<file path="src/sv/kmp_stream_pattern_matcher_assert.svh">
// Assertion macros for the KMP stream pattern matcher.
`ifndef KMP_STREAM_PATTERN_MATCHER_ASSERT_SVH
`define KMP_STREAM_PATTERN_MATCHER_ASSERT_SVH

`ifndef SYNTHESIS
// Same-cycle implication under reset.
`define KMP_ASSERT_NOW(label, clk, rst_n, ante, cons, msg) \
	label: assert property (@(posedge clk) disable iff (!(rst_n)) (ante) |-> (cons)) \
		else $error(msg);
// Next-cycle implication under reset.
`define KMP_ASSERT_NEXT(label, clk, rst_n, ante, cons, msg) \
	label: assert property (@(posedge clk) disable iff (!(rst_n)) (ante) |=> (cons)) \
		else $error(msg);
`else
`define KMP_ASSERT_NOW(label, clk, rst_n, ante, cons, msg)
`define KMP_ASSERT_NEXT(label, clk, rst_n, ante, cons, msg)
`endif

`endif

</file>
<file path="src/sv/kmp_pkg.sv">
// Shared types, constants and helpers of the KMP stream pattern matcher.
`default_nettype none
package kmp_pkg;

	localparam int PATTERN_MAX = 8;
	localparam int BYTE_W      = 8;
	localparam int IDX_W       = 3;
	localparam int LEN_W       = 4;
	localparam int POS_W       = 16;
	localparam int PAT_W       = 64;
	localparam int OUT_DATA_W  = 24;
	localparam int QUEUE_DEPTH = 2;
	localparam int QPTR_W      = 1;
	localparam int QCNT_W      = 2;

	localparam logic [PAT_W-1:0] PATTERN_RESET = 64'h0000_0000_0000_0A0D;
	localparam logic [LEN_W-1:0] LENGTH_RESET  = 4'd2;
	localparam logic [LEN_W-1:0] LENGTH_MAX    = 4'd8;
	localparam logic [POS_W-1:0] POS_CAP       = 16'hFFFF;

	// Register indexes of the configuration port.
	typedef enum logic [0:0] {
		REG_PATTERN = 1'b0,
		REG_LENGTH  = 1'b1
	} cfg_reg_t;

	// Back-end sequencer states.
	typedef enum logic [0:0] {
		BK_IDLE,
		BK_SCAN
	} back_state_t;

	// Table builder states.
	typedef enum logic [0:0] {
		TB_IDLE,
		TB_RUN
	} tbl_state_t;

	// One queued text byte.
	typedef struct packed {
		logic [BYTE_W-1:0] data;
		logic              last;
	} item_t;

	// Active pattern as seen by the matcher.
	typedef struct packed {
		logic [PAT_W-1:0] pattern;
		logic [LEN_W-1:0] len;
	} cfg_t;

	// Table builder status.
	typedef struct packed {
		logic busy;
	} tbl_stat_t;

	// Pick pattern byte k, first byte in the low bits.
	function automatic logic [BYTE_W-1:0] pat_byte(input logic [PAT_W-1:0] p,
			input logic [IDX_W-1:0] k);
		pat_byte = p[k*BYTE_W +: BYTE_W];
	endfunction

	// Clamp the length register to the pattern capacity.
	function automatic logic [LEN_W-1:0] eff_len(input logic [LEN_W-1:0] n);
		eff_len = (n > LENGTH_MAX) ? LENGTH_MAX : n;
	endfunction

endpackage
`default_nettype wire

</file>
<file path="src/sv/kmp_stream_pattern_matcher.sv">
// Top level of the KMP stream pattern matcher.
//
//   port group   dir   payload
//   s_*          in    tdata = data_byte[7:0]; tlast = last_byte
//   m_*          out   tdata = match_here, match_start[16:1], no_match[17]; tlast = text_end
//   cfg_*        in    index 0 pattern[63:0], index 1 pattern_length[3:0]
//
// Each byte is fetched in the idle state; the scan state then does one KMP fallback
// per failure-table read, bounded by earlier advances, and finishes into the result
// register once it is free. The next byte is fetched only after that. After a
// configuration write the table is rebuilt; queued bytes wait meanwhile. A two-entry
// queue and the result register let input and output stall independently. Reset
// loads the CR LF pattern with an empty table.
`default_nettype none
`include "kmp_stream_pattern_matcher_assert.svh"
module kmp_stream_pattern_matcher (
	input  wire logic         clk,
	input  wire logic         arst_n,
	input  wire logic         s_tvalid,
	output logic              s_tready,
	input  wire logic [7:0]   s_tdata,    // data_byte[7:0]
	input  wire logic         s_tlast,    // last_byte
	output logic              m_tvalid,
	input  wire logic         m_tready,
	output logic [23:0]       m_tdata,    // match_here[0], match_start[16:1], no_match[17]
	output logic              m_tlast,    // text_end
	input  wire logic         cfg_we,
	input  wire logic [0:0]   cfg_index,
	input  wire logic [63:0]  cfg_wdata
);
	import kmp_pkg::*;

	logic [PAT_W-1:0]  pattern_q;
	logic [LEN_W-1:0]  length_q;
	cfg_t              cfg;
	tbl_stat_t         tbl_stat;
	logic [IDX_W-1:0]  tbl_idx;
	logic [IDX_W-1:0]  tbl_data;
	logic              q_valid;
	item_t             q_item;
	logic              q_pop;

	// Configuration registers
	always_ff @(posedge clk or negedge arst_n) begin
		if (!arst_n) begin
			pattern_q <= PATTERN_RESET;
			length_q  <= LENGTH_RESET;
		end else if (cfg_we) begin
			case (cfg_reg_t'(cfg_index))
				REG_PATTERN: pattern_q <= cfg_wdata;
				REG_LENGTH:  length_q  <= cfg_wdata[LEN_W-1:0];
				default:     pattern_q <= pattern_q;
			endcase
		end
	end

	assign cfg.pattern = pattern_q;
	assign cfg.len     = eff_len(length_q);

	kmp_front u_front (
		.clk      (clk),
		.arst_n   (arst_n),
		.s_tvalid (s_tvalid),
		.s_tready (s_tready),
		.s_tdata  (s_tdata),
		.s_tlast  (s_tlast),
		.q_valid  (q_valid),
		.q_item   (q_item),
		.q_pop    (q_pop)
	);

	kmp_table u_table (
		.clk     (clk),
		.arst_n  (arst_n),
		.restart (cfg_we),
		.cfg     (cfg),
		.rd_idx  (tbl_idx),
		.rd_data (tbl_data),
		.stat    (tbl_stat)
	);

	kmp_back u_back (
		.clk      (clk),
		.arst_n   (arst_n),
		.restart  (cfg_we),
		.cfg      (cfg),
		.tbl_stat (tbl_stat),
		.tbl_idx  (tbl_idx),
		.tbl_data (tbl_data),
		.q_valid  (q_valid),
		.q_item   (q_item),
		.q_pop    (q_pop),
		.m_tvalid (m_tvalid),
		.m_tready (m_tready),
		.m_tdata  (m_tdata),
		.m_tlast  (m_tlast)
	);

	// Matcher never fetches a byte while the table is being rebuilt
	`KMP_ASSERT_NOW(a_no_fetch_busy, clk, arst_n, tbl_stat.busy, !q_pop, "byte fetched during table rebuild")
	// No-match flag only on the last byte of a text
	`KMP_ASSERT_NOW(a_nomatch_last, clk, arst_n, m_tvalid && m_tdata[17], m_tlast, "no_match on a byte that is not last")
	// A hit and a no-match report never come together
	`KMP_ASSERT_NOW(a_hit_excl, clk, arst_n, m_tvalid && m_tdata[0], !m_tdata[17], "match and no_match in one result")
	// A configuration write starts a table rebuild
	`KMP_ASSERT_NEXT(a_cfg_rebuild, clk, arst_n, cfg_we, tbl_stat.busy, "table rebuild did not start")

endmodule
`default_nettype wire

</file>
<file path="src/sv/kmp_front.sv">
// Input side: accepts text bytes and queues them for the matcher.
`default_nettype none
module kmp_front (
	input  wire logic                       clk,
	input  wire logic                       arst_n,
	input  wire logic                       s_tvalid,
	output logic                            s_tready,
	input  wire logic [7:0]                 s_tdata,   // data_byte[7:0]
	input  wire logic                       s_tlast,   // last_byte
	output logic                            q_valid,
	output kmp_pkg::item_t                  q_item,
	input  wire logic                       q_pop
);
	import kmp_pkg::*;

	item_t               mem_q [QUEUE_DEPTH];
	logic [QPTR_W-1:0]   wr_ptr_q;
	logic [QPTR_W-1:0]   rd_ptr_q;
	logic [QCNT_W-1:0]   count_q;
	logic                push;
	logic                pop;

	// Handshake and queue flags
	assign s_tready = (count_q != QCNT_W'(QUEUE_DEPTH));
	assign push     = s_tvalid && s_tready;
	assign q_valid  = (count_q != '0);
	assign pop      = q_pop && q_valid;
	assign q_item   = mem_q[rd_ptr_q];

	// Store the request in the queue
	always_ff @(posedge clk) begin
		if (push) begin
			mem_q[wr_ptr_q] <= '{data: s_tdata, last: s_tlast};
		end
	end

	// Advance pointers and occupancy
	always_ff @(posedge clk or negedge arst_n) begin
		if (!arst_n) begin
			wr_ptr_q <= '0;
			rd_ptr_q <= '0;
			count_q  <= '0;
		end else begin
			if (push) begin
				wr_ptr_q <= wr_ptr_q + QPTR_W'(1);
			end
			if (pop) begin
				rd_ptr_q <= rd_ptr_q + QPTR_W'(1);
			end
			case ({push, pop})
				2'b10:   count_q <= count_q + QCNT_W'(1);
				2'b01:   count_q <= count_q - QCNT_W'(1);
				default: count_q <= count_q;
			endcase
		end
	end

endmodule
`default_nettype wire

</file>
<file path="src/sv/kmp_table.sv">
// Prefix-failure table with its builder, rebuilt after each configuration write.
`default_nettype none
module kmp_table (
	input  wire logic                        clk,
	input  wire logic                        arst_n,
	input  wire logic                        restart,
	input  wire kmp_pkg::cfg_t               cfg,
	input  wire logic [kmp_pkg::IDX_W-1:0]   rd_idx,
	output logic      [kmp_pkg::IDX_W-1:0]   rd_data,
	output kmp_pkg::tbl_stat_t               stat
);
	import kmp_pkg::*;

	logic [IDX_W-1:0]  ft_q [PATTERN_MAX];
	tbl_state_t        state_q, state_d;
	logic [LEN_W-1:0]  i_q, i_d;
	logic [IDX_W-1:0]  j_q, j_d;
	logic [IDX_W-1:0]  rd_addr;
	logic              eq;
	logic              wr_en;
	logic [IDX_W-1:0]  wr_val;

	// Single read port shared by builder and matcher
	assign rd_addr   = (state_q == TB_RUN) ? (j_q - IDX_W'(1)) : rd_idx;
	assign rd_data   = ft_q[rd_addr];
	assign stat.busy = (state_q == TB_RUN);
	assign eq        = (pat_byte(cfg.pattern, i_q[IDX_W-1:0]) == pat_byte(cfg.pattern, j_q));
	assign wr_val    = j_q + IDX_W'(eq);

	// Builder state register
	always_ff @(posedge clk or negedge arst_n) begin
		if (!arst_n) begin
			state_q <= TB_IDLE;
			i_q     <= LEN_W'(1);
			j_q     <= '0;
		end else begin
			state_q <= state_d;
			i_q     <= i_d;
			j_q     <= j_d;
		end
	end

	// Next state: one fallback or one table entry per cycle
	always_comb begin
		state_d = state_q;
		i_d     = i_q;
		j_d     = j_q;
		wr_en   = 1'b0;
		if (restart) begin
			state_d = TB_RUN;
			i_d     = LEN_W'(1);
			j_d     = '0;
		end else begin
			case (state_q)
				TB_RUN: begin
					if (i_q >= cfg.len) begin
						state_d = TB_IDLE;
					end else if ((j_q != '0) && !eq) begin
						j_d = rd_data;
					end else begin
						wr_en = 1'b1;
						j_d   = wr_val;
						i_d   = i_q + LEN_W'(1);
					end
				end
				default: begin
					state_d = TB_IDLE;
				end
			endcase
		end
	end

	// Clear the table on restart, then fill one entry at a time
	always_ff @(posedge clk or negedge arst_n) begin
		if (!arst_n) begin
			for (int k = 0; k < PATTERN_MAX; k++) begin
				ft_q[k] <= '0;
			end
		end else if (restart) begin
			for (int k = 0; k < PATTERN_MAX; k++) begin
				ft_q[k] <= '0;
			end
		end else if (wr_en) begin
			ft_q[i_q[IDX_W-1:0]] <= wr_val;
		end
	end

endmodule
`default_nettype wire

</file>
<file path="src/sv/kmp_back.sv">
// Matcher side: runs the KMP step per byte and holds the result register.
`default_nettype none
module kmp_back (
	input  wire logic                        clk,
	input  wire logic                        arst_n,
	input  wire logic                        restart,
	input  wire kmp_pkg::cfg_t               cfg,
	input  wire kmp_pkg::tbl_stat_t          tbl_stat,
	output logic      [kmp_pkg::IDX_W-1:0]   tbl_idx,
	input  wire logic [kmp_pkg::IDX_W-1:0]   tbl_data,
	input  wire logic                        q_valid,
	input  wire kmp_pkg::item_t              q_item,
	output logic                             q_pop,
	output logic                             m_tvalid,
	input  wire logic                        m_tready,
	output logic [kmp_pkg::OUT_DATA_W-1:0]   m_tdata,
	output logic                             m_tlast
);
	import kmp_pkg::*;

	back_state_t        state_q, state_d;
	logic [BYTE_W-1:0]  byte_q;
	logic               last_q;
	logic [IDX_W-1:0]   matched_q, matched_d;
	logic [POS_W-1:0]   pos_q, pos_d;
	logic               seen_q, seen_d;
	logic               out_valid_q;
	logic               hit_q;
	logic [POS_W-1:0]   start_q;
	logic               nomatch_q;
	logic               end_q;

	logic               searching;
	logic               eq;
	logic [LEN_W-1:0]   jn;
	logic               hit;
	logic               out_free;
	logic               finish;
	logic               load;

	// KMP step on the current byte
	assign searching = !seen_q && (cfg.len != '0);
	assign eq        = (byte_q == pat_byte(cfg.pattern, matched_q));
	assign jn        = {1'b0, matched_q} + LEN_W'(eq);
	assign hit       = searching && (jn == cfg.len);
	assign tbl_idx   = matched_q - IDX_W'(1);
	assign out_free  = !out_valid_q || m_tready;

	// Sequencer state register
	always_ff @(posedge clk or negedge arst_n) begin
		if (!arst_n) begin
			state_q   <= BK_IDLE;
			matched_q <= '0;
			pos_q     <= '0;
			seen_q    <= 1'b0;
		end else begin
			state_q   <= state_d;
			matched_q <= matched_d;
			pos_q     <= pos_d;
			seen_q    <= seen_d;
		end
	end

	// Next state: fetch, fall back, then finish into the result register
	always_comb begin
		state_d   = state_q;
		matched_d = matched_q;
		pos_d     = pos_q;
		seen_d    = seen_q;
		q_pop     = 1'b0;
		finish    = 1'b0;
		load      = 1'b0;
		if (restart) begin
			state_d   = BK_IDLE;
			matched_d = '0;
			pos_d     = '0;
			seen_d    = 1'b0;
		end else begin
			case (state_q)
				BK_IDLE: begin
					if (q_valid && !tbl_stat.busy) begin
						q_pop   = 1'b1;
						load    = 1'b1;
						state_d = BK_SCAN;
					end
				end
				BK_SCAN: begin
					if (searching && (matched_q != '0) && !eq) begin
						matched_d = tbl_data;
					end else if (out_free) begin
						finish  = 1'b1;
						state_d = BK_IDLE;
						if (hit) begin
							matched_d = '0;
							seen_d    = 1'b1;
						end else if (searching) begin
							matched_d = jn[IDX_W-1:0];
						end
						if (last_q) begin
							matched_d = '0;
							pos_d     = '0;
							seen_d    = 1'b0;
						end else if (pos_q != POS_CAP) begin
							pos_d = pos_q + POS_W'(1);
						end
					end
				end
				default: begin
					state_d = BK_IDLE;
				end
			endcase
		end
	end

	// Hold the byte being matched
	always_ff @(posedge clk) begin
		if (load) begin
			byte_q <= q_item.data;
			last_q <= q_item.last;
		end
	end

	// Result register valid flag
	always_ff @(posedge clk or negedge arst_n) begin
		if (!arst_n) begin
			out_valid_q <= 1'b0;
		end else if (finish) begin
			out_valid_q <= 1'b1;
		end else if (m_tready) begin
			out_valid_q <= 1'b0;
		end
	end

	// Result payload
	always_ff @(posedge clk) begin
		if (finish) begin
			hit_q     <= hit;
			start_q   <= hit ? (pos_q + POS_W'(1) - POS_W'(cfg.len)) : '0;
			nomatch_q <= last_q && !(seen_q || hit);
			end_q     <= last_q;
		end
	end

	assign m_tvalid = out_valid_q;
	assign m_tlast  = end_q;
	assign m_tdata  = {{(OUT_DATA_W - POS_W - 2){1'b0}}, nomatch_q, start_q, hit_q};

endmodule
`default_nettype wire
</file>
<file path="config.mk">
export PLATFORM = sky130hd
export DESIGN_NAME = kmp_stream_pattern_matcher
export DESIGN_NICKNAME = d
export VERILOG_FILES = /design/src/sv/kmp_pkg.sv /design/src/sv/kmp_stream_pattern_matcher.sv /design/src/sv/kmp_front.sv /design/src/sv/kmp_table.sv /design/src/sv/kmp_back.sv
export VERILOG_INCLUDE_DIRS = /design/src /design/src/sv
export SDC_FILE = /design/constraint.sdc
export NUM_CORES = 1
export LEC_CHECK = 0
export BUFFER_PORTS_ARGS = -buffer_cell sky130_fd_sc_hd__buf_4
export CAP_MARGIN = 15
export CORE_ASPECT_RATIO = 1.5
export CORE_MARGIN = 2
export CORE_UTILIZATION = 64
export DETAILED_ROUTE_END_ITERATION = 8
export PLACE_DENSITY_LB_ADDON = 0.08
export SLEW_MARGIN = 20
export SYNTH_ARGS = -nofsm -noshare
export SYNTH_HDL_FRONTEND = slang
export SYNTH_SLANG_ARGS = --single-unit
</file>
<file path="constraint.sdc">
create_clock -name clk -period 7.1 [get_ports clk]
set_input_delay 0.71 -clock clk [delete_from_list [all_inputs] [get_ports clk]]
set_output_delay 0.71 -clock clk [all_outputs]
set_load 0.1 [all_outputs]
</file>
==> out/metrics.yaml <==
status: "completed"
num_vias: 6973
ant_nets: 0
cts_tree: "built"
finalCritPeriodShare_pct: 61.7
worstPathArrival_ns: 4.71
drive_gt1_share_pct: 33.9
insertion_delay_ns: 0.44
place_ws_ns: 2.70
worst_slew_pin_slew_ns: 1.06
core-area_sq_um: 15100
root_buffer: "clkbuf_16"
io_buffers: 99
critPathLaunchType: "flip-flop"
async_reset_ff_share_pct: 73.3
wire_per_inst_um: 21.1
syn-cell-area_sq_um: 9890
synth_seq_cells: 172
die_w_um: 105
gp_congestion: 0.958
nNetsFinal: 976
remaining_drc_errors: 0
min_period_ns: 4.38
final_cell_mix: "119 x dfrtp_1, 107 x buf_4, 99 x mux2_2"
clock_skew_ns: 0.00787
cts_resized: 0
rows: 55
synth-edff-count: 46
track_usage_pct: 29.9
grt_pass1_vias: 7436
slew_headroom_pct: 29.0
drt_iter0_drc: 424
yosys.area.top_type: "dfrtp_1"
setup_ws_ns: 2.72
cts_buffers: 17
power.density_nw_per_um2: 278
ys_warn_count: 0
ys_top_cells_by_area: "dfrtp_1 30%, edfxtp_1 14%, mux2_2 11%, mux4_2 9.1%, mux2i_1 5.3%"
ys.flop_type: "dfrtp_1"
n_antenna_cell: 0
grt_start_max_net_pins: 78
crit_required_ns: 7.43
clock.fmax_mhz: 228
crit_type: "flip-flop to flip-flop"
synth_top_cell_area_share_pct: 30.1
synth_cell_type_count: 68
cap_viol_max_count: 0
start_util_pct: 65.6
hold_viol_final: 0
path_clk_slew_ns: 0.07
switching_share_pct: 34.2
pin_count: 106
pwr-share-comb_pct: 28.3
pwr-share-clk_pct: 30.1
avgSynthCellArea_sq_um: 12.3
p_leak_nw: 4.79
ir_drop_mv: 0.215
setup_viol: 0
dr.pass1.iters: 5
hpwl_mm: 16.5
cts_setup_buffers: 0
cts_sinks: 172
drt_wl_total_mm: 23.0
synth_cells: 803
p_sw_mw: 1.07
cp_max_fo: 19
p_seq_share_pct: 41.6
fin_setup_tns_ns: 0
worstSetupEndpointType: "flip-flop"
yosysSeqAreaShare_pct: 46.0
hp-class: "input port to asynchronous set/reset pin"
finalMaxSlewViolations: 0
grt_antenna_before_repair: 0
cts_max_path_buffers: 2
grt_overflow: 0
die_area_sq_um: 16500
routed_via_density: 6.39
grt_pass1_wl_mm: 38.0
synthToLayoutAreaGrowth_pct: 14.3
p_int_mw: 2.06
rsz0062_at_grt: "no"
r2r_slack_ns: 2.72
final_common_cell: "dfrtp_1"
htreeDepth: 4
die_h_um: 156
holdBufCountCts: 0
synth_stat cells (16+ instances only):
cell      number
edfxtp_1      46
clkbuf_1      25
nand3_1       19
dfrtp_1      119
and3_1        16
xor2_1        25
mux2_2        99
mux4_2        40
mux2i_1       52
nor2_1        44
ha_1          16
xnor2_1       17
nand2_1       62
final cells by class:
| type | instances | area (sq um) |
|---|---|---|
| flip-flops and latches | 172 | 4540 |
| inverters | 16 | 60.1 |
| repair buffers | 107 | 803 |
| multi-input cells | 566 | 5050 |
| well taps | 199 | 249 |
| fillers | 947 | 3770 |
| clock inverters | 15 | 174 |
| clock buffers | 17 | 425 |
cell families after synthesis:
family,after synthesis,synth area share [%]
compound gates,93,6.82
xor+xnor,42,3.72
fa+ha+maj,17,2.23
buf+inv,70,3.46
flops,172,46.0
mux,197,27.0
other cells,1,0.0379
simple gates,211,10.8
worst max-delay path, stage by stage, from the launching register on:
cell       delay [ns]
dfrtp_1          0.89
mux4_2           0.59
mux2i_1          0.25
xor2_1           0.18
o2111ai_1        0.17
nor3_1           0.30
ha_1             0.23
ha_1             0.23
xor2_1           0.23
nand2b_1         0.15
a21oi_1          0.07
o2111ai_1        0.21
buf_4            0.27
nand3_1          0.11
mux2_2           0.27
o32ai_1          0.13
flip-flops by register name, indices dropped and copies added, names as in the netlist:
| name | flops |
|---|---|
| pattern_q | 64 |
| u_front.wr_ptr_q | 1 |
| u_back.nomatch_q | 1 |
| u_table.stat | 1 |
| length_q | 4 |
| u_front.rd_ptr_q | 1 |
| u_back.hit_q | 1 |
| u_table.j_q | 3 |
| u_back.last_q | 1 |
| u_front.count_q | 2 |
| u_back.state_q | 1 |
| u_back.seen_q | 1 |
| u_table.i_q | 4 |
| u_table.ft_q | 24 |
| u_back.byte_q | 8 |
| u_back.matched_q | 3 |
| u_back.pos_q | 16 |
| u_back.m_tvalid | 1 |
| u_back.m_tlast | 1 |
| u_back.start_q | 16 |
| u_front.mem_q | 18 |
power groups by stage:
stage	Sequential, mW	Clock, mW	Combinational (mW)
floorplan	1.30	0	0.667
global placement	1.31	0	0.852
detailed placement	1.32	0	0.880
CTS	1.30	0.960	0.888
global route	1.32	0.997	0.958
finish	1.30	0.945	0.888
path summary, 6_finish.rpt:
check	startpoint	to	depth (start not counted)
worst max-delay path	u_back.matched_q[0]	u_back.matched_q[1]	15
worst min register to register	u_front.count_q[1]	u_front.count_q[1]	1
worst min-delay path	arst_n	u_back.pos_q[5]	1
max in group asynchronous	arst_n	pattern_q[56]	2
min in group clk	s_tdata[3]	u_front.mem_q[1][4]	1
worst max register to register	u_back.matched_q[0]	u_back.matched_q[1]	15
stage by stage:
stage	power [mW]	std cells	instance area [sq um]	hold slack [ns]	utilization, %
global route	3.28	1092	11300	0.350	75.0
floorplan	1.96	808	9900	0.414	-
global placement	2.16	1060	10700	0.479	70.9
finish	3.14	1092	11300	0.291	75.0
CTS	3.15	1092	11300	0.317	74.9
detailed placement	2.20	1060	10700	0.497	70.9
layer usage:
layer	vias to the layer above	wire length (um)	global-route usage (%)	part of all wire (%)
li1	3155	-	-	-
met2	238	12500	53.1	54
met3	55	890	4.54	3.9
met4	0	837	14.8	3.6
met5	-	0	0	0
met1	3525	8810	35.1	38
No activity file was read; power rests on OpenSTA's default activity.
